### src/rtl/core/upz_pkg.sv
// Shared types and constants for the ultrasonic proximity zoner.
`timescale 1ns / 1ps
`default_nettype none

package upz_pkg;

  // Field widths
  localparam int unsigned ECHO_W  = 16;
  localparam int unsigned DIST_W  = 11;
  localparam int unsigned LAMP_W  = 3;
  localparam int unsigned ALERT_W = 2;

  // Echo ticks to centimetres: x / 58 == (x * 36158) >> 21 for all 16-bit x
  localparam int unsigned CM_RECIP_W  = 16;
  localparam int unsigned CM_SHIFT    = 21;
  localparam logic [CM_RECIP_W-1:0] CM_RECIP = 16'd36158;

  // Filter sum / 6 == (sum * 2731) >> 14 for all sums up to 6 * 1129
  localparam int unsigned SUM_W        = 13;
  localparam int unsigned SIX_RECIP_W  = 12;
  localparam int unsigned SIX_SHIFT    = 14;
  localparam logic [SIX_RECIP_W-1:0] SIX_RECIP = 12'd2731;

  // Queue between front and back; depth must be a power of two
  localparam int unsigned QUEUE_DEPTH = 2;

  // Lamp codes
  localparam logic [LAMP_W-1:0] LAMP_RED    = 3'd0;
  localparam logic [LAMP_W-1:0] LAMP_ORANGE = 3'd1;
  localparam logic [LAMP_W-1:0] LAMP_YELLOW = 3'd2;
  localparam logic [LAMP_W-1:0] LAMP_GREEN  = 3'd3;
  localparam logic [LAMP_W-1:0] LAMP_OFF    = 3'd4;

  // Alert codes
  localparam logic [ALERT_W-1:0] ALERT_NONE   = 2'd0;
  localparam logic [ALERT_W-1:0] ALERT_DOUBLE = 2'd1;
  localparam logic [ALERT_W-1:0] ALERT_QUAD   = 2'd2;

  // Threshold reset values
  localparam logic [DIST_W-1:0] REAR_LIMIT0_RST = 11'd10;
  localparam logic [DIST_W-1:0] REAR_LIMIT1_RST = 11'd20;
  localparam logic [DIST_W-1:0] REAR_LIMIT2_RST = 11'd30;
  localparam logic [DIST_W-1:0] FWD_LIMIT0_RST  = 11'd20;
  localparam logic [DIST_W-1:0] FWD_LIMIT1_RST  = 11'd40;

  // Converted item passed from front to back
  typedef struct packed {
    logic [DIST_W-1:0] rear_cm;
    logic [DIST_W-1:0] forward_cm;
    logic              mode_press;
    logic              select_press;
  } upz_item_t;

  // One result item
  typedef struct packed {
    logic [DIST_W-1:0]  rear_distance;
    logic [DIST_W-1:0]  forward_distance;
    logic               shown_channel;
    logic               in_setup;
    logic [LAMP_W-1:0]  lamp;
    logic [ALERT_W-1:0] alert;
    logic               rejected;
  } upz_result_t;

endpackage

`default_nettype wire

### src/rtl/core/upz_front.sv
// Front stage: accept an input item and convert both echo counts to centimetres.
`timescale 1ns / 1ps
`default_nettype none

module upz_front (
  input  wire logic                           clk,
  input  wire logic                           rst,
  input  wire logic                           in_valid,
  output      logic                           in_stall,
  input  wire logic [upz_pkg::ECHO_W-1:0]     rear_echo_count,
  input  wire logic [upz_pkg::ECHO_W-1:0]     forward_echo_count,
  input  wire logic                           mode_press,
  input  wire logic                           select_press,
  output      logic                           push,
  output      upz_pkg::upz_item_t             item,
  input  wire logic                           queue_full
);

  localparam int unsigned PROD_W = upz_pkg::ECHO_W + upz_pkg::CM_RECIP_W;

  logic              held;
  logic              take;
  logic [PROD_W-1:0] rear_prod;
  logic [PROD_W-1:0] fwd_prod;

  // Hold the item while the queue is full
  assign push     = held && !queue_full;
  assign in_stall = held && queue_full;
  assign take     = in_valid && !in_stall;

  // Divide by 58 through the reciprocal
  assign rear_prod = PROD_W'(rear_echo_count) * PROD_W'(upz_pkg::CM_RECIP);
  assign fwd_prod  = PROD_W'(forward_echo_count) * PROD_W'(upz_pkg::CM_RECIP);

  // Valid flag of the front register
  always_ff @(posedge clk) begin
    if (rst) begin
      held <= 1'b0;
    end else if (take) begin
      held <= 1'b1;
    end else if (push) begin
      held <= 1'b0;
    end
  end

  // Payload of the front register
  always_ff @(posedge clk) begin
    if (take) begin
      item.rear_cm      <= rear_prod[upz_pkg::CM_SHIFT +: upz_pkg::DIST_W];
      item.forward_cm   <= fwd_prod[upz_pkg::CM_SHIFT +: upz_pkg::DIST_W];
      item.mode_press   <= mode_press;
      item.select_press <= select_press;
    end
  end

endmodule

`default_nettype wire

### src/rtl/core/upz_queue.sv
// Short item queue that decouples the front and back stages.
`timescale 1ns / 1ps
`default_nettype none

module upz_queue (
  input  wire logic               clk,
  input  wire logic               rst,
  input  wire logic               push,
  input  wire upz_pkg::upz_item_t din,
  output      logic               full,
  input  wire logic               pop,
  output      upz_pkg::upz_item_t dout,
  output      logic               empty
);

  localparam int unsigned PTR_W = $clog2(upz_pkg::QUEUE_DEPTH);
  localparam int unsigned CNT_W = $clog2(upz_pkg::QUEUE_DEPTH + 1);

  upz_pkg::upz_item_t entries [upz_pkg::QUEUE_DEPTH];
  logic [PTR_W-1:0]   wr_ptr;
  logic [PTR_W-1:0]   rd_ptr;
  logic [CNT_W-1:0]   count;

  assign full  = (count == CNT_W'(upz_pkg::QUEUE_DEPTH));
  assign empty = (count == '0);
  assign dout  = entries[rd_ptr];

  // Advance pointers and fill count
  always_ff @(posedge clk) begin
    if (rst) begin
      wr_ptr <= '0;
      rd_ptr <= '0;
      count  <= '0;
    end else begin
      if (push) begin
        wr_ptr <= wr_ptr + PTR_W'(1);
      end
      if (pop) begin
        rd_ptr <= rd_ptr + PTR_W'(1);
      end
      if (push && !pop) begin
        count <= count + CNT_W'(1);
      end else if (pop && !push) begin
        count <= count - CNT_W'(1);
      end
    end
  end

  // Store pushed items
  always_ff @(posedge clk) begin
    if (push) begin
      entries[wr_ptr] <= din;
    end
  end

endmodule

`default_nettype wire

### src/rtl/core/upz_back.sv
// Back stage: filter distances, run the mode/threshold logic and hold the result.
`timescale 1ns / 1ps
`default_nettype none

module upz_back (
  input  wire logic               clk,
  input  wire logic               rst,
  input  wire logic               queue_empty,
  input  wire upz_pkg::upz_item_t item,
  output      logic               pop,
  output      logic               out_valid,
  input  wire logic               out_stall,
  output      upz_pkg::upz_result_t result
);

  localparam int unsigned PROD_W = upz_pkg::SUM_W + upz_pkg::SIX_RECIP_W;
  localparam int unsigned DW     = upz_pkg::DIST_W;

  // Rear threshold capture steps
  localparam logic [1:0] RSTEP_FIRST  = 2'd0;
  localparam logic [1:0] RSTEP_SECOND = 2'd1;
  localparam logic [1:0] RSTEP_THIRD  = 2'd2;

  // Filter taps: one and two items back
  logic [DW-1:0] rear_tap0, rear_tap1, fwd_tap0, fwd_tap1;

  logic [DW-1:0] rear_limit0, rear_limit1, rear_limit2;
  logic [DW-1:0] fwd_limit0, fwd_limit1;
  logic          setup_flag, channel_flag;
  logic [1:0]    rear_step;
  logic          fwd_step;

  logic [DW-1:0] rear_limit0_next, rear_limit1_next, rear_limit2_next;
  logic [DW-1:0] fwd_limit0_next, fwd_limit1_next;
  logic          setup_flag_next, channel_flag_next;
  logic [1:0]    rear_step_next;
  logic          fwd_step_next;

  logic [upz_pkg::SUM_W-1:0] rear_sum, fwd_sum;
  logic [PROD_W-1:0]         rear_prod, fwd_prod;
  logic [DW-1:0]             rd, fd;
  logic                      rej;
  logic [upz_pkg::LAMP_W-1:0]  lamp;
  logic [upz_pkg::ALERT_W-1:0] alert;

  assign pop = !queue_empty && (!out_valid || !out_stall);

  // Weighted three-tap filter, divide by 6 through the reciprocal
  assign rear_sum  = upz_pkg::SUM_W'(rear_tap1) + {rear_tap0, 2'b00}
                   + upz_pkg::SUM_W'(item.rear_cm);
  assign fwd_sum   = upz_pkg::SUM_W'(fwd_tap1) + {fwd_tap0, 2'b00}
                   + upz_pkg::SUM_W'(item.forward_cm);
  assign rear_prod = PROD_W'(rear_sum) * PROD_W'(upz_pkg::SIX_RECIP);
  assign fwd_prod  = PROD_W'(fwd_sum) * PROD_W'(upz_pkg::SIX_RECIP);
  assign rd        = rear_prod[upz_pkg::SIX_SHIFT +: DW];
  assign fd        = fwd_prod[upz_pkg::SIX_SHIFT +: DW];

  // Mode toggle, then select press in the resulting mode
  always_comb begin
    rear_limit0_next  = rear_limit0;
    rear_limit1_next  = rear_limit1;
    rear_limit2_next  = rear_limit2;
    fwd_limit0_next   = fwd_limit0;
    fwd_limit1_next   = fwd_limit1;
    channel_flag_next = channel_flag;
    setup_flag_next   = setup_flag ^ item.mode_press;
    rear_step_next    = item.mode_press ? RSTEP_FIRST : rear_step;
    fwd_step_next     = item.mode_press ? 1'b0 : fwd_step;
    rej               = 1'b0;
    if (item.select_press) begin
      if (!setup_flag_next) begin
        channel_flag_next = !channel_flag;
      end else if (!channel_flag) begin
        case (rear_step_next)
          RSTEP_FIRST: begin
            rear_limit0_next = rd;
            rear_step_next   = RSTEP_SECOND;
          end
          RSTEP_SECOND: begin
            if (rd <= rear_limit0) begin
              rej = 1'b1;
            end else begin
              rear_limit1_next = rd;
              rear_step_next   = RSTEP_THIRD;
            end
          end
          RSTEP_THIRD: begin
            if (rd <= rear_limit1) begin
              rej = 1'b1;
            end else begin
              rear_limit2_next = rd;
              rear_step_next   = RSTEP_FIRST;
              setup_flag_next  = 1'b0;
            end
          end
          default: begin
          end
        endcase
      end else if (!fwd_step_next) begin
        fwd_limit0_next = fd;
        fwd_step_next   = 1'b1;
      end else if (fd <= fwd_limit0) begin
        rej = 1'b1;
      end else begin
        fwd_limit1_next = fd;
        fwd_step_next   = 1'b0;
        setup_flag_next = 1'b0;
      end
    end
  end

  // Lamp and alert from the updated state
  always_comb begin
    lamp  = upz_pkg::LAMP_OFF;
    alert = upz_pkg::ALERT_NONE;
    if (!setup_flag_next) begin
      if (!channel_flag_next) begin
        if (rd <= rear_limit0_next) begin
          lamp = upz_pkg::LAMP_RED;
        end else if (rd <= rear_limit1_next) begin
          lamp = upz_pkg::LAMP_ORANGE;
        end else if (rd <= rear_limit2_next) begin
          lamp = upz_pkg::LAMP_YELLOW;
        end else begin
          lamp = upz_pkg::LAMP_GREEN;
        end
      end else if (fd <= fwd_limit0_next) begin
        alert = upz_pkg::ALERT_QUAD;
      end else if (fd <= fwd_limit1_next) begin
        alert = upz_pkg::ALERT_DOUBLE;
      end
    end else if (!channel_flag_next) begin
      case (rear_step_next)
        RSTEP_FIRST:  lamp = upz_pkg::LAMP_RED;
        RSTEP_SECOND: lamp = upz_pkg::LAMP_ORANGE;
        RSTEP_THIRD:  lamp = upz_pkg::LAMP_YELLOW;
        default:      lamp = upz_pkg::LAMP_OFF;
      endcase
    end else begin
      lamp = fwd_step_next ? upz_pkg::LAMP_ORANGE : upz_pkg::LAMP_RED;
    end
  end

  // Update state on each popped item
  always_ff @(posedge clk) begin
    if (rst) begin
      rear_tap0    <= '0;
      rear_tap1    <= '0;
      fwd_tap0     <= '0;
      fwd_tap1     <= '0;
      rear_limit0  <= upz_pkg::REAR_LIMIT0_RST;
      rear_limit1  <= upz_pkg::REAR_LIMIT1_RST;
      rear_limit2  <= upz_pkg::REAR_LIMIT2_RST;
      fwd_limit0   <= upz_pkg::FWD_LIMIT0_RST;
      fwd_limit1   <= upz_pkg::FWD_LIMIT1_RST;
      setup_flag   <= 1'b0;
      channel_flag <= 1'b0;
      rear_step    <= RSTEP_FIRST;
      fwd_step     <= 1'b0;
    end else if (pop) begin
      rear_tap0    <= item.rear_cm;
      rear_tap1    <= rear_tap0;
      fwd_tap0     <= item.forward_cm;
      fwd_tap1     <= fwd_tap0;
      rear_limit0  <= rear_limit0_next;
      rear_limit1  <= rear_limit1_next;
      rear_limit2  <= rear_limit2_next;
      fwd_limit0   <= fwd_limit0_next;
      fwd_limit1   <= fwd_limit1_next;
      setup_flag   <= setup_flag_next;
      channel_flag <= channel_flag_next;
      rear_step    <= rear_step_next;
      fwd_step     <= fwd_step_next;
    end
  end

  // Output register valid flag
  always_ff @(posedge clk) begin
    if (rst) begin
      out_valid <= 1'b0;
    end else if (pop) begin
      out_valid <= 1'b1;
    end else if (!out_stall) begin
      out_valid <= 1'b0;
    end
  end

  // Output register payload
  always_ff @(posedge clk) begin
    if (pop) begin
      result.rear_distance    <= rd;
      result.forward_distance <= fd;
      result.shown_channel    <= channel_flag_next;
      result.in_setup         <= setup_flag_next;
      result.lamp             <= lamp;
      result.alert            <= alert;
      result.rejected         <= rej;
    end
  end

  // A refused capture leaves the block in setup mode
  a_reject_in_setup: assert property (@(posedge clk) disable iff (rst)
    out_valid && result.rejected |-> result.in_setup)
    else $error("rejected result outside setup mode");

  // Alerts only in user mode on the forward channel
  a_alert_user_fwd: assert property (@(posedge clk) disable iff (rst)
    out_valid && (result.alert != upz_pkg::ALERT_NONE)
      |-> !result.in_setup && result.shown_channel)
    else $error("alert outside user mode forward channel");

  // The green lamp only in user mode on the rear channel
  a_green_user_rear: assert property (@(posedge clk) disable iff (rst)
    out_valid && (result.lamp == upz_pkg::LAMP_GREEN)
      |-> !result.in_setup && !result.shown_channel)
    else $error("green lamp outside user mode rear channel");

  // Hold a stalled result steady until it is taken
  a_result_held: assert property (@(posedge clk) disable iff (rst)
    out_valid && out_stall |=> out_valid && $stable(result))
    else $error("stalled result changed or dropped");

endmodule

`default_nettype wire

### src/rtl/core/ultrasonic_proximity_zoner.sv
// Ultrasonic proximity zoner: front divider, item queue and back decision stage.
// Path: an accepted item passes the front register, a queue entry and the output
//   register, and a result waits in the output register while the output stalls.
// Throughput: one item per cycle while nothing stalls; front and back each stall on
//   their own through a two-entry queue, and the output register fills while stalled.
// Reset: synchronous rst empties the pipeline, zeroes the filter history and
//   restores thresholds 10/20/30 rear and 20/40 forward, user mode, rear shown.
`timescale 1ns / 1ps
`default_nettype none

module ultrasonic_proximity_zoner (
  input  wire logic                            clk,
  input  wire logic                            rst,
  input  wire logic                            in_valid,
  output      logic                            in_stall,
  input  wire logic [upz_pkg::ECHO_W-1:0]      rear_echo_count,
  input  wire logic [upz_pkg::ECHO_W-1:0]      forward_echo_count,
  input  wire logic                            mode_press,
  input  wire logic                            select_press,
  output      logic                            out_valid,
  input  wire logic                            out_stall,
  output      logic [upz_pkg::DIST_W-1:0]      rear_distance,
  output      logic [upz_pkg::DIST_W-1:0]      forward_distance,
  output      logic                            shown_channel,
  output      logic                            in_setup,
  output      logic [upz_pkg::LAMP_W-1:0]      lamp,
  output      logic [upz_pkg::ALERT_W-1:0]     alert,
  output      logic                            rejected
);

  logic                 push;
  logic                 pop;
  logic                 queue_full;
  logic                 queue_empty;
  upz_pkg::upz_item_t   front_item;
  upz_pkg::upz_item_t   back_item;
  upz_pkg::upz_result_t result;

  upz_front u_front (
    .clk                (clk),
    .rst                (rst),
    .in_valid           (in_valid),
    .in_stall           (in_stall),
    .rear_echo_count    (rear_echo_count),
    .forward_echo_count (forward_echo_count),
    .mode_press         (mode_press),
    .select_press       (select_press),
    .push               (push),
    .item               (front_item),
    .queue_full         (queue_full)
  );

  upz_queue u_queue (
    .clk   (clk),
    .rst   (rst),
    .push  (push),
    .din   (front_item),
    .full  (queue_full),
    .pop   (pop),
    .dout  (back_item),
    .empty (queue_empty)
  );

  upz_back u_back (
    .clk         (clk),
    .rst         (rst),
    .queue_empty (queue_empty),
    .item        (back_item),
    .pop         (pop),
    .out_valid   (out_valid),
    .out_stall   (out_stall),
    .result      (result)
  );

  // Unpack the result item onto its ports
  assign rear_distance    = result.rear_distance;
  assign forward_distance = result.forward_distance;
  assign shown_channel    = result.shown_channel;
  assign in_setup         = result.in_setup;
  assign lamp             = result.lamp;
  assign alert            = result.alert;
  assign rejected         = result.rejected;

endmodule

`default_nettype wire

### config.mk
export PLATFORM = sky130hd
export DESIGN_NAME = ultrasonic_proximity_zoner
export DESIGN_NICKNAME = d
export VERILOG_FILES = /design/src/rtl/core/upz_pkg.sv /design/src/rtl/core/upz_front.sv /design/src/rtl/core/upz_queue.sv /design/src/rtl/core/upz_back.sv /design/src/rtl/core/ultrasonic_proximity_zoner.sv
export SDC_FILE = /design/constraint.sdc
export NUM_CORES = 1
export LEC_CHECK = 0
export ABC_AREA = 1
export BUFFER_PORTS_ARGS = -buffer_cell sky130_fd_sc_hd__buf_2
export CELL_PAD_IN_SITES_DETAIL_PLACEMENT = 0
export CELL_PAD_IN_SITES_GLOBAL_PLACEMENT = 1
export CORE_MARGIN = 10
export CORE_UTILIZATION = 50
export DETAILED_ROUTE_END_ITERATION = 8
export GPL_ROUTABILITY_DRIVEN = 1
export PLACE_DENSITY_LB_ADDON = 0.1
export SETUP_SLACK_MARGIN = 0.02
export SLEW_MARGIN = 20
export SYNTH_ARGS = -nofsm -noshare
export SYNTH_HDL_FRONTEND = slang
export SYNTH_SLANG_ARGS = --single-unit
### constraint.sdc
create_clock -name clk -period 10.87 [get_ports clk]
set_clock_uncertainty 0.15 [all_clocks]
set_input_delay 2.174 -clock clk [delete_from_list [all_inputs] [get_ports clk]]
set_output_delay 2.174 -clock clk [all_outputs]
set_load 0.005 [all_outputs]
Word level (Yosys, flattened, before mapping)
Memory sizes are Yosys's and may differ from the RTL's. A register that Yosys moved wholly into a read port is not among the register bits.
Index checks and enable logic that the tools add are counted.
{ "classes": {"addsub": 8, "n_mux": 67, "reduce_logical": 23, "n_eq_ne": 6, "n_bitwise": 2, "mul": 4, "n_lt_le_gt_ge": 8} }
{ "ops": {"columns": ["cell", "n"], "rows": [
  ["$mux 11", 23],
  ["$le 11x11->1", 8],
  ["$mul 16x15->31 const B", 2],
  ["$mul 13x12->25 const B", 2],
  ["$mux 1", 27],
  ["$add 11x13->13", 2],
  ["$add 13x11->13", 2],
  ["$mux 2", 9],
  ["$mux 3", 5],
  ["$pmux 3 s3", 1],
  ["$logic_not 1->1", 8],
  ["$eq 2x2->1 const B", 3],
  ["$logic_and 1x1->1", 6],
  ["$logic_not 2->1", 3],
  ["$pmux 2 s3", 1],
  ["$eq 2x1->1 const B", 2],
  ["$reduce_bool 2->1", 2],
  ["$reduce_or 3->1", 1],
  ["$add 1x1->1 const B", 2],
  ["$add 2x1->2 const B", 1],
  ["$ne 2x1->1 const B", 1],
  ["$pmux 1 s2", 1],
  ["$reduce_and 2->1", 1],
  ["$reduce_or 2->1", 1],
  ["4 further kinds", 4]
]} }
{ "word_totals": {"ramBits": 48, "word_cells": 149, "n_memories": 1, "reg_bits": 164, "out_inout_bits": 32} }
{ "memory_table": {"columns": ["name", "words", "word_bits", "read_ports", "rd_clocked_by_memory_dff", "write_ports", "line", "rtl"], "rows": [
  ["u_queue.entries", 2, 24, 1, 1, 1, "upz_queue.sv:19", "upz_pkg::upz_item_t entries [upz_pkg::QUEUE_DEPTH];"]
]} }

Logic depth before layout (Yosys ltp)
Gate-level depths: netlist of the first run.
{ "logic_depth": {"depth_word": 15, "depth_mapped": 58} }

Cells and area by module
Synthesis of the first run repeated with hierarchy kept, for this count alone.
{ "unflattened": {"cells_unflattened": 3504, "hier_area_um2": 28640.0} }
{ "modules_own_cells": {"columns": ["mod", "n_inst", "area_each_um2", "seq_area_each_um2", "cells_per_inst"], "rows": [
  ["upz_back", 1, 15591.2, 3002.9, 2026],
  ["upz_front", 1, 10984.3, 740.7, 1370],
  ["upz_queue", 1, 2064.5, 1541.5, 108]
]} }

Least setup slack after synthesis of the first run
OpenSTA, ideal clock, no wires.
{ "synth_timing": {"kind": "register -> register", "start": "register with a tool-made name", "end": "register, netlist name u_back.result[3]", "t_arrival_ns": 8.401, "synth_period_minus_slack_ns": 8.803, "required_time_ns": 10.467, "setup_time_ns": 0.253, "slack_ns": 2.067, "path_stages_with_launch": 53, "path_cell_list": "dfxtp_1 > buf_6 > inv_4 > clkbuf_1 > nand2_1 > nand2_1 > fa_1 > ha_1 > a21oi_1 > or2_1 > nand3_2 > nand2_1 > nand2_1 > a21oi_1 > xor2_1 > ha_1 > ha_1 > fa_1 > [17 not listed] > nand3_1 > nor2_1 > nand2_1 > nand3_1 > nand2_1 > inv_1 > nand3_4 > inv_4 > buf_6 > nand3_1 > and2_1 > ha_1 > nand2_1 > or4_1 > nand2_1 > nand3_1 > nand4_1 > nand2_1"} }

==> summary.txt, run 1 <==
Req. time, crit path = 10.99 ns
die area = 64600 um^2
XOR/XNOR Fraction of Synth Area = 0.0186
grt ovf = 0
IO buf count = 69
1st-iter DRT viols = 979
RD Place Congestion = 0.908
largest net degree at the start of global routing = 96
max-cap viol count = 0
multi-input logic area = 19300 um^2
Worst Setup End Kind = flop
Syn Nets = 4083
vias in the first global route = 21610
CORE AREA = 54000 um^2
Post-synth top cells = 684 x inv_1, 549 x nand2_1, 519 x ha_1, 279 x fa_1, 231 x a21oi_1
Yosys top cell area share = 0.237
worst hold start = u_front.item[5]
post-synthesis mux area share = 0.000365
Critical Path AT = 10.14 ns
H-tree Lvls = 1
first-pass GRT wire length = 109000 um
Mapped Cells = 3247
FF/Latch Area = 5290 um^2
initial antenna violation count = 0
vias = 20936
Unique masters post-synth = 55
CP startpoint kind = flop
FF+latch count, synth = 213
outcome = finished, final reports clean
antenna-violating nets left = 0
Synth area leader = ha_1
CTS tree = done
Post-Synth Adder-Cell Area = 0.441
Crit path largest cell delay = 0.56 ns
DIE HEIGHT = 254 um
Post-synth EDFFs = 102
period utilization = 0.922
P&R area growth vs syn = 7.13%
share of cells above drive strength 1 = 0.0505
clock sink count = 213
Setup violations, final = 0
hold_buf cts = 0
worst slew pin tran = 0.994 ns
minimum clock period after layout = 10.03 ns
Hold/Removal Path Class = reg -> reg
Die W = 254 um
ANT cells = 0
average size of a mapped cell = 8.44 um^2
relative max-transition margin = 0.337
fin nets = 4146
1st-pass router iterations = 7
crit-path most repeated cell = nand2_1
largest family of logic cells by synthesized area = adder cells
Ys Warns = 0
number of fill cells = 5119
Tot GR Track Use = 0.206
Initial Util = 0.507
# rows = 85
RSZ-0062 raised after global routing = false
DRC viols = 0
Reg clk slew, reported paths = 0.06 ns
Synth Area in Compound Gates = 0.0948
max frequency = 99.7 MHz
routed len/inst = 16.2 um
# IOs = 70
Final Hold Fails = 0
Root Driver = clkbuf_16
CP Class = reg -> reg
ys async rst share = 0
Synth Flop Type = dfxtp_1
total CTS buffers = 25
sequential share of the synthesized area = 0.193
Final TNS setup = 0 ns
Post-Syn Area = 27400 um^2
HPWL after detailed placement = 54600 um
vias per inst = 5.20
simple-gate area share of the yosys netlist = 0.150
clock latency on the worst-skew pair = 0.52 ns
slowest CP cell = fa_1
Critical Path Fanout Max = 24
top cells by area, synth = ha_1 24%, fa_1 20%, edfxtp_1 11%
Max Transition Viols Final = 0
Total Wirelength = 65200 um
Max clock buf depth = 3
most frequent cell after synthesis = inv_1
## layer usage
layer,part of all wire,track usage
met4,0.026,0.0522
met3,0.031,0.0202
met1,0.46,0.266
met2,0.48,0.362
met5,0,0
## cell usage in the layout (no fill, tap or decap), drive strengths merged, types with 14 or more instances in the layout
master,count
o21ai,168
a21oi,233
edfxtp,102
inv,691
nand4,35
ha,519
clkbuf,35
fa,279
nor3,26
a21o,16
nand3,127
nand2,559
buf,83
o21bai,15
and2,14
xor2,41
nor2,186
dfxtp,111
## logic make-up (layout without fill, tap and decap cells)
| family | after synthesis | in the layout |
|---|---|---|
| AO/OA/AOI/OAI | 473 | 473 |
| XOR/XNOR | 54 | 54 |
| adder cells (fa/ha/maj) | 798 | 798 |
| buffers and inverters | 738 | 819 |
| flip-flops | 213 | 213 |
| multiplexers | 1 | 1 |
| AND/OR/NAND/NOR | 970 | 970 |
## worst max-delay path: cells and delay by family (launching register included)
kind | cells | cell delay, ns
adders and majority gates | 10 | 4.22
and+or+nand+nor | 25 | 3.42
buffers and inverters | 6 | 0.80
AOI/OAI and AO/OA | 2 | 0.22
DFF | 1 | 0.37
xor gates and xnor gates | 1 | 0.40
muxes | 1 | 0.19
## what timing repair did
| item | CTS | global route |
|---|---|---|
| buffers inserted | 0 | 2 |
| endpoints found under the setup margin | 0 | 1 |
| gates resized for setup | 0 | 1 |
## worst paths after layout
check	end	slack (ns)	depth (start not counted)
worst max register to register	u_back.result[4]	0.84	45
worst max-delay path	u_back.result[4]	0.84	45
worst min-delay path	u_queue.entries[1][5]	0.30	0
worst min register to register	u_queue.entries[1][5]	0.30	0
## through the flow
step	hold slack (ns)	area, um^2	worst slack, ns	utilization	instances
2_1_floorplan	0.271	27400	2.07	-	3247
3_3_place_gp	0.280	28500	0.739	0.528	3977
3_5_place_dp	0.285	28500	0.650	0.528	3977
4_1_cts	0.303	29300	0.648	0.543	4022
5_1_grt	0.311	29400	0.0350	0.543	4024
6_report	0.300	29400	0.845	0.543	4024
## flip-flops by register name (all words and copies together) (netlist names), 2 cells and up, named ones only
| name | flops |
|---|---|
| u_queue.entries | 48 |
| u_back.result | 30 |
| u_front.item | 24 |
| u_back.fwd_limit0 | 11 |
| u_back.fwd_limit1 | 11 |
| u_back.fwd_tap0 | 11 |
| u_back.fwd_tap1 | 11 |
| u_back.rear_limit0 | 11 |
| u_back.rear_limit1 | 11 |
| u_back.rear_limit2 | 11 |
| u_back.rear_tap0 | 11 |
| u_back.rear_tap1 | 11 |
| u_back.rear_step | 2 |
| u_queue.count | 2 |
## cell type report
cell class | count | area share
Multi-Input combinational cell | 2296 | 0.659
Inverter | 691 | 0.0887
Clock buffer | 35 | 0.0239
Sequential cell | 213 | 0.180
Timing Repair Buffer | 83 | 0.0153
Tap cell | 696 | 0.0297
Clock inverter | 10 | 0.00362
Power of run 1 is not shown: default switching activity piles up to over one toggle a cycle in this logic, so the estimate is an artifact.
==> run 2: changes to the inputs <==
RECOVER_POWER = 100   (was not set)
==> run 2 against run 1 <==
  * The flow now finishes with violations (max-capacitance violations, max-slew violations)
  * Sequential cell count unchanged
  * Via count down 0.16%
  * Worst setup slack got worse by 0.15 ns
  * Core utilization down 0.24 points
  * Highest routed layer unchanged
==> summary.txt, run 2 (synthesis results as in run 1) <==
crit-path most repeated cell = nand2_1
relative max-transition margin = -1.57
cell total after placement = 3977
Root Driver = clkbuf_16
Max Transition Viols Final = 254
vias in the first global route = 21610
# rows = 85
die area = 64600 um^2
H-tree Lvls = 1
# IOs = 70
vias = 20902
CP startpoint kind = flop
commonest non-fill, non-tap cell in the layout = inv_1
CORE AREA = 54000 um^2
Reg clk slew, reported paths = 0.06 ns
Critical Path Fanout Max = 24
DIE HEIGHT = 254 um
DRC viols = 0
Crit path largest cell delay = 0.56 ns
Final Util = 0.541
largest net degree at the start of global routing = 96
failing checks = max-capacitance violations, max-slew violations
ANT cells = 0
CTS tree = done
slowest CP cell = fa_1
HPWL after detailed placement = 54600 um
1st-pass router iterations = 5
fin nets = 4146
antenna-violating nets left = 0
Initial Util = 0.507
Req. time, crit path = 10.99 ns
1st-iter DRT viols = 929
max frequency = 98.2 MHz
share of cells above drive strength 1 = 0.0343
routed len/inst = 16.2 um
Worst Setup End Kind = flop
period utilization = 0.936
vias per inst = 5.19
outcome = complete, but fails checks
Setup violations, final = 0
IO buf count = 69
Tot GR Track Use = 0.206
RSZ-0062 raised after global routing = false
clock latency on the worst-skew pair = 0.53 ns
Final TNS setup = 0 ns
RD Place Congestion = 0.908
Total Wirelength = 65200 um
worst slew pin tran = 3.85 ns
Layout Cells excl Fill = 4024
P&R area growth vs syn = 6.65%
grt ovf = 0
first-pass GRT wire length = 109000 um
Final Hold Fails = 0
Critical Path AT = 10.30 ns
Largest regs = u_queue.entries: 48 flops, u_back.result: 30 flops, u_front.item: 24 flops
clock sink count = 213
max FFs per register = 48
Hold/Removal Path Class = reg -> reg
Die W = 254 um
initial antenna violation count = 0
commonest cells after routing, fill and taps aside = 684 x inv_1, 550 x nand2_1, 519 x ha_1
CP Class = reg -> reg
total CTS buffers = 25
max-cap viol count = 4
minimum clock period after layout = 10.18 ns
largest register by flop count = u_queue.entries
Max clock buf depth = 3
==> run 2: cell count changes in the layout (fill, tap and decap cells not counted), moves of 8 or more <==
cell and change:
buf_2 -35, buf_4 -8, clkbuf_1 +43, o21ai_0 +15, o21ai_1 -12
==> run 2: routing by layer <==
metal  vias up  part of all wire  track usage  wire length, um
met5         -                 0            0                0
met4         0             0.025       0.0522             1640
met3        77             0.029       0.0202             1910
met2       289              0.49        0.362            31600
met1      9929              0.46        0.266            30000
li1      10607                 -            -                -
==> run 2: worst max-delay path: cells and delay by family, from the launching register on <==
kind	cells	cell delay, ns
xor+xnor	1	0.40
fa+ha+maj	10	4.21
buf+inv	6	0.88
flops	1	0.37
simple gates	25	3.48
compound gates	2	0.22
mux	1	0.19
==> run 2: layout make-up <==
class	count	area [um^2]
Timing Repair Buffer	83	377
Sequential cell	213	5290
Fill cell	5155	24800
Multi-Input combinational cell	2296	19300
Tap cell	696	871
Inverter	691	2600
Clock inverter	10	106
Clock buffer	35	703
==> run 2: through the flow <==
step / instance area [um^2] / hold slack, ns / setup slack (ns)
2_1_floorplan: 27400 / 0.271 / 2.07
3_3_place_gp: 28500 / 0.280 / 0.739
3_5_place_dp: 28500 / 0.285 / 0.650
4_1_cts: 29300 / 0.303 / 0.648
5_1_grt: 29200 / 0.311 / 0.0482
6_report: 29200 / 0.300 / 0.691
==> run 2: what timing repair did <==
item / CTS / global route
gates resized for setup: 0 / 1
setup endpoints to repair: 0 / 1
setup buffers: 0 / 2
hold buffers: 0 / 0
==> run 2: path summary, 6_finish.rpt <==
kind / startpoint / endpoint / slack [ns] / depth (start not counted)
worst min register to register: u_front.item[5] / u_queue.entries[1][5] / 0.30 / 0
worst max register to register: flop / u_back.result[4] / 0.69 / 45
worst max-delay path: flop / u_back.result[4] / 0.69 / 45
worst min-delay path: u_front.item[5] / u_queue.entries[1][5] / 0.30 / 0
Power of run 2 is left out for the same reason.
==> run 3: changes to the inputs <==
==> constraint.sdc (replaced) <==
create_clock -name clk -period 10.87 [get_ports clk]
set_clock_uncertainty 0.15 [all_clocks]
set_input_delay 1.6305 -clock clk [delete_from_list [all_inputs] [get_ports clk]]
set_output_delay 1.6305 -clock clk [all_outputs]
set_load 0.005 [all_outputs]
==> run 3 against run 2 <==
  * The run still ends with max-capacitance violations, max-slew violations left
  * Clock-buffer cell count stayed put
  * Sequential cell count is the same
  * Register-to-register slack gained 0.03 ns
  * First-iteration DRC count grew 2.3%
  * Die area stayed put
  * Cell count unchanged
  * Wire length about the same
  * Maximum frequency increased by 0.32%
  * Worst hold slack hardly changed
==> summary.txt, run 3 (synthesis results as in run 1) <==
slowest CP cell = fa_1
relative max-transition margin = -1.56
die area = 64600 um^2
RD Place Congestion = 0.908
crit-path most repeated cell = nand2_1
# IOs = 70
Root Driver = clkbuf_16
max frequency = 98.6 MHz
crit path buf inv count = 6
ANT cells = 0
CP Class = reg -> reg
Max Transition Viols Final = 254
DRC viols = 0
Hold/Removal Path Class = reg -> reg
Final Hold Fails = 0
initial antenna violation count = 0
Total Wirelength = 65200 um
vias = 20881
Max clock buf depth = 3
vias in the first global route = 21610
antenna-violating nets left = 0
Die W = 254 um
Critical Path Fanout Max = 24
vias per inst = 5.19
largest register by flop count = u_queue.entries
Crit path largest cell delay = 0.56 ns
max FFs per register = 48
period utilization = 0.933
clock latency on the worst-skew pair = 0.53 ns
routed len/inst = 16.2 um
IO buf count = 69
largest net degree at the start of global routing = 96
# rows = 85
1st-iter DRT viols = 950
max-cap viol count = 4
CTS tree = done
RSZ-0062 raised after global routing = false
grt ovf = 0
1st-pass router iterations = 5
Final Util = 0.541
Reg clk slew, reported paths = 0.06 ns
minimum clock period after layout = 10.15 ns
CP delay by family, top = adder cells
commonest cells after routing, fill and taps aside = 684 x inv_1, 550 x nand2_1, 519 x ha_1
worst slew pin tran = 3.84 ns
share of cells above drive strength 1 = 0.0337
P&R area growth vs syn = 6.62%
Setup violations, final = 0
Req. time, crit path = 10.99 ns
commonest non-fill, non-tap cell in the layout = inv_1
Initial Util = 0.507
clock sink count = 213
Final TNS setup = 0 ns
H-tree Lvls = 1
failing checks = max-capacitance violations, max-slew violations
total CTS buffers = 25
DIE HEIGHT = 254 um
outcome = complete, but fails checks
hold_buf cts = 0
CP startpoint kind = flop
Worst Setup End Kind = flop
CORE AREA = 54000 um^2
Critical Path AT = 10.27 ns
Tot GR Track Use = 0.206
fin nets = 4146
HPWL after detailed placement = 54600 um
first-pass GRT wire length = 109000 um
Largest regs = u_queue.entries: 48 flops, u_back.result: 30 flops, u_front.item: 24 flops
-- run 3: path summary, 6_finish.rpt --
path / start / endpoint / slack (ns) / depth (start not counted)
worst max-delay path: flop / u_back.result[4] / 0.72 / 45
worst min-delay path: u_front.item[5] / u_queue.entries[1][5] / 0.30 / 0
worst max register to register: flop / u_back.result[4] / 0.72 / 45
worst min register to register: u_front.item[5] / u_queue.entries[1][5] / 0.30 / 0
-- run 3: worst register-to-register path: cells and delay by family, from the launching register on --
family / cells / cell delay (ns)
muxes: 1 / 0.20
xor gates and xnor gates: 1 / 0.40
adders and majority gates: 10 / 4.21
buffers and inverters: 6 / 0.88
DFF: 1 / 0.37
and+or+nand+nor: 25 / 3.48
AOI/OAI and AO/OA: 2 / 0.22
-- run 3: area by class of cell --
class | count | area [um^2]
Clock buffer | 35 | 703
Clock inverter | 10 | 106
Fill cell | 5159 | 24800
Inverter | 691 | 2600
Multi-Input combinational cell | 2296 | 19300
Sequential cell | 213 | 5290
Tap cell | 696 | 871
Timing Repair Buffer | 83 | 377
-- run 3: per-layer routing --
metal  track usage  share of wire
met5             0              0
met4        0.0522          0.025
met1         0.266           0.46
met3        0.0202          0.030
met2         0.362           0.48
-- run 3: what timing repair did --
item | in CTS | in global routing
setup buffers | 0 | 2
gates resized for setup | 0 | 1
setup endpoints to repair | 0 | 1
-- run 3: through the flow --
step	worst slack, ns	hold WS [ns]	area [um^2]	cells
final	0.724	0.300	29200	4024
after global routing	0.0482	0.311	29200	4024
after CTS	0.648	0.303	29300	4022
after detailed placement	0.650	0.285	28500	3977
after global placement	0.739	0.280	28500	3977
after floorplan	2.07	0.271	27400	3247
Power of run 3 is left out for the same reason.
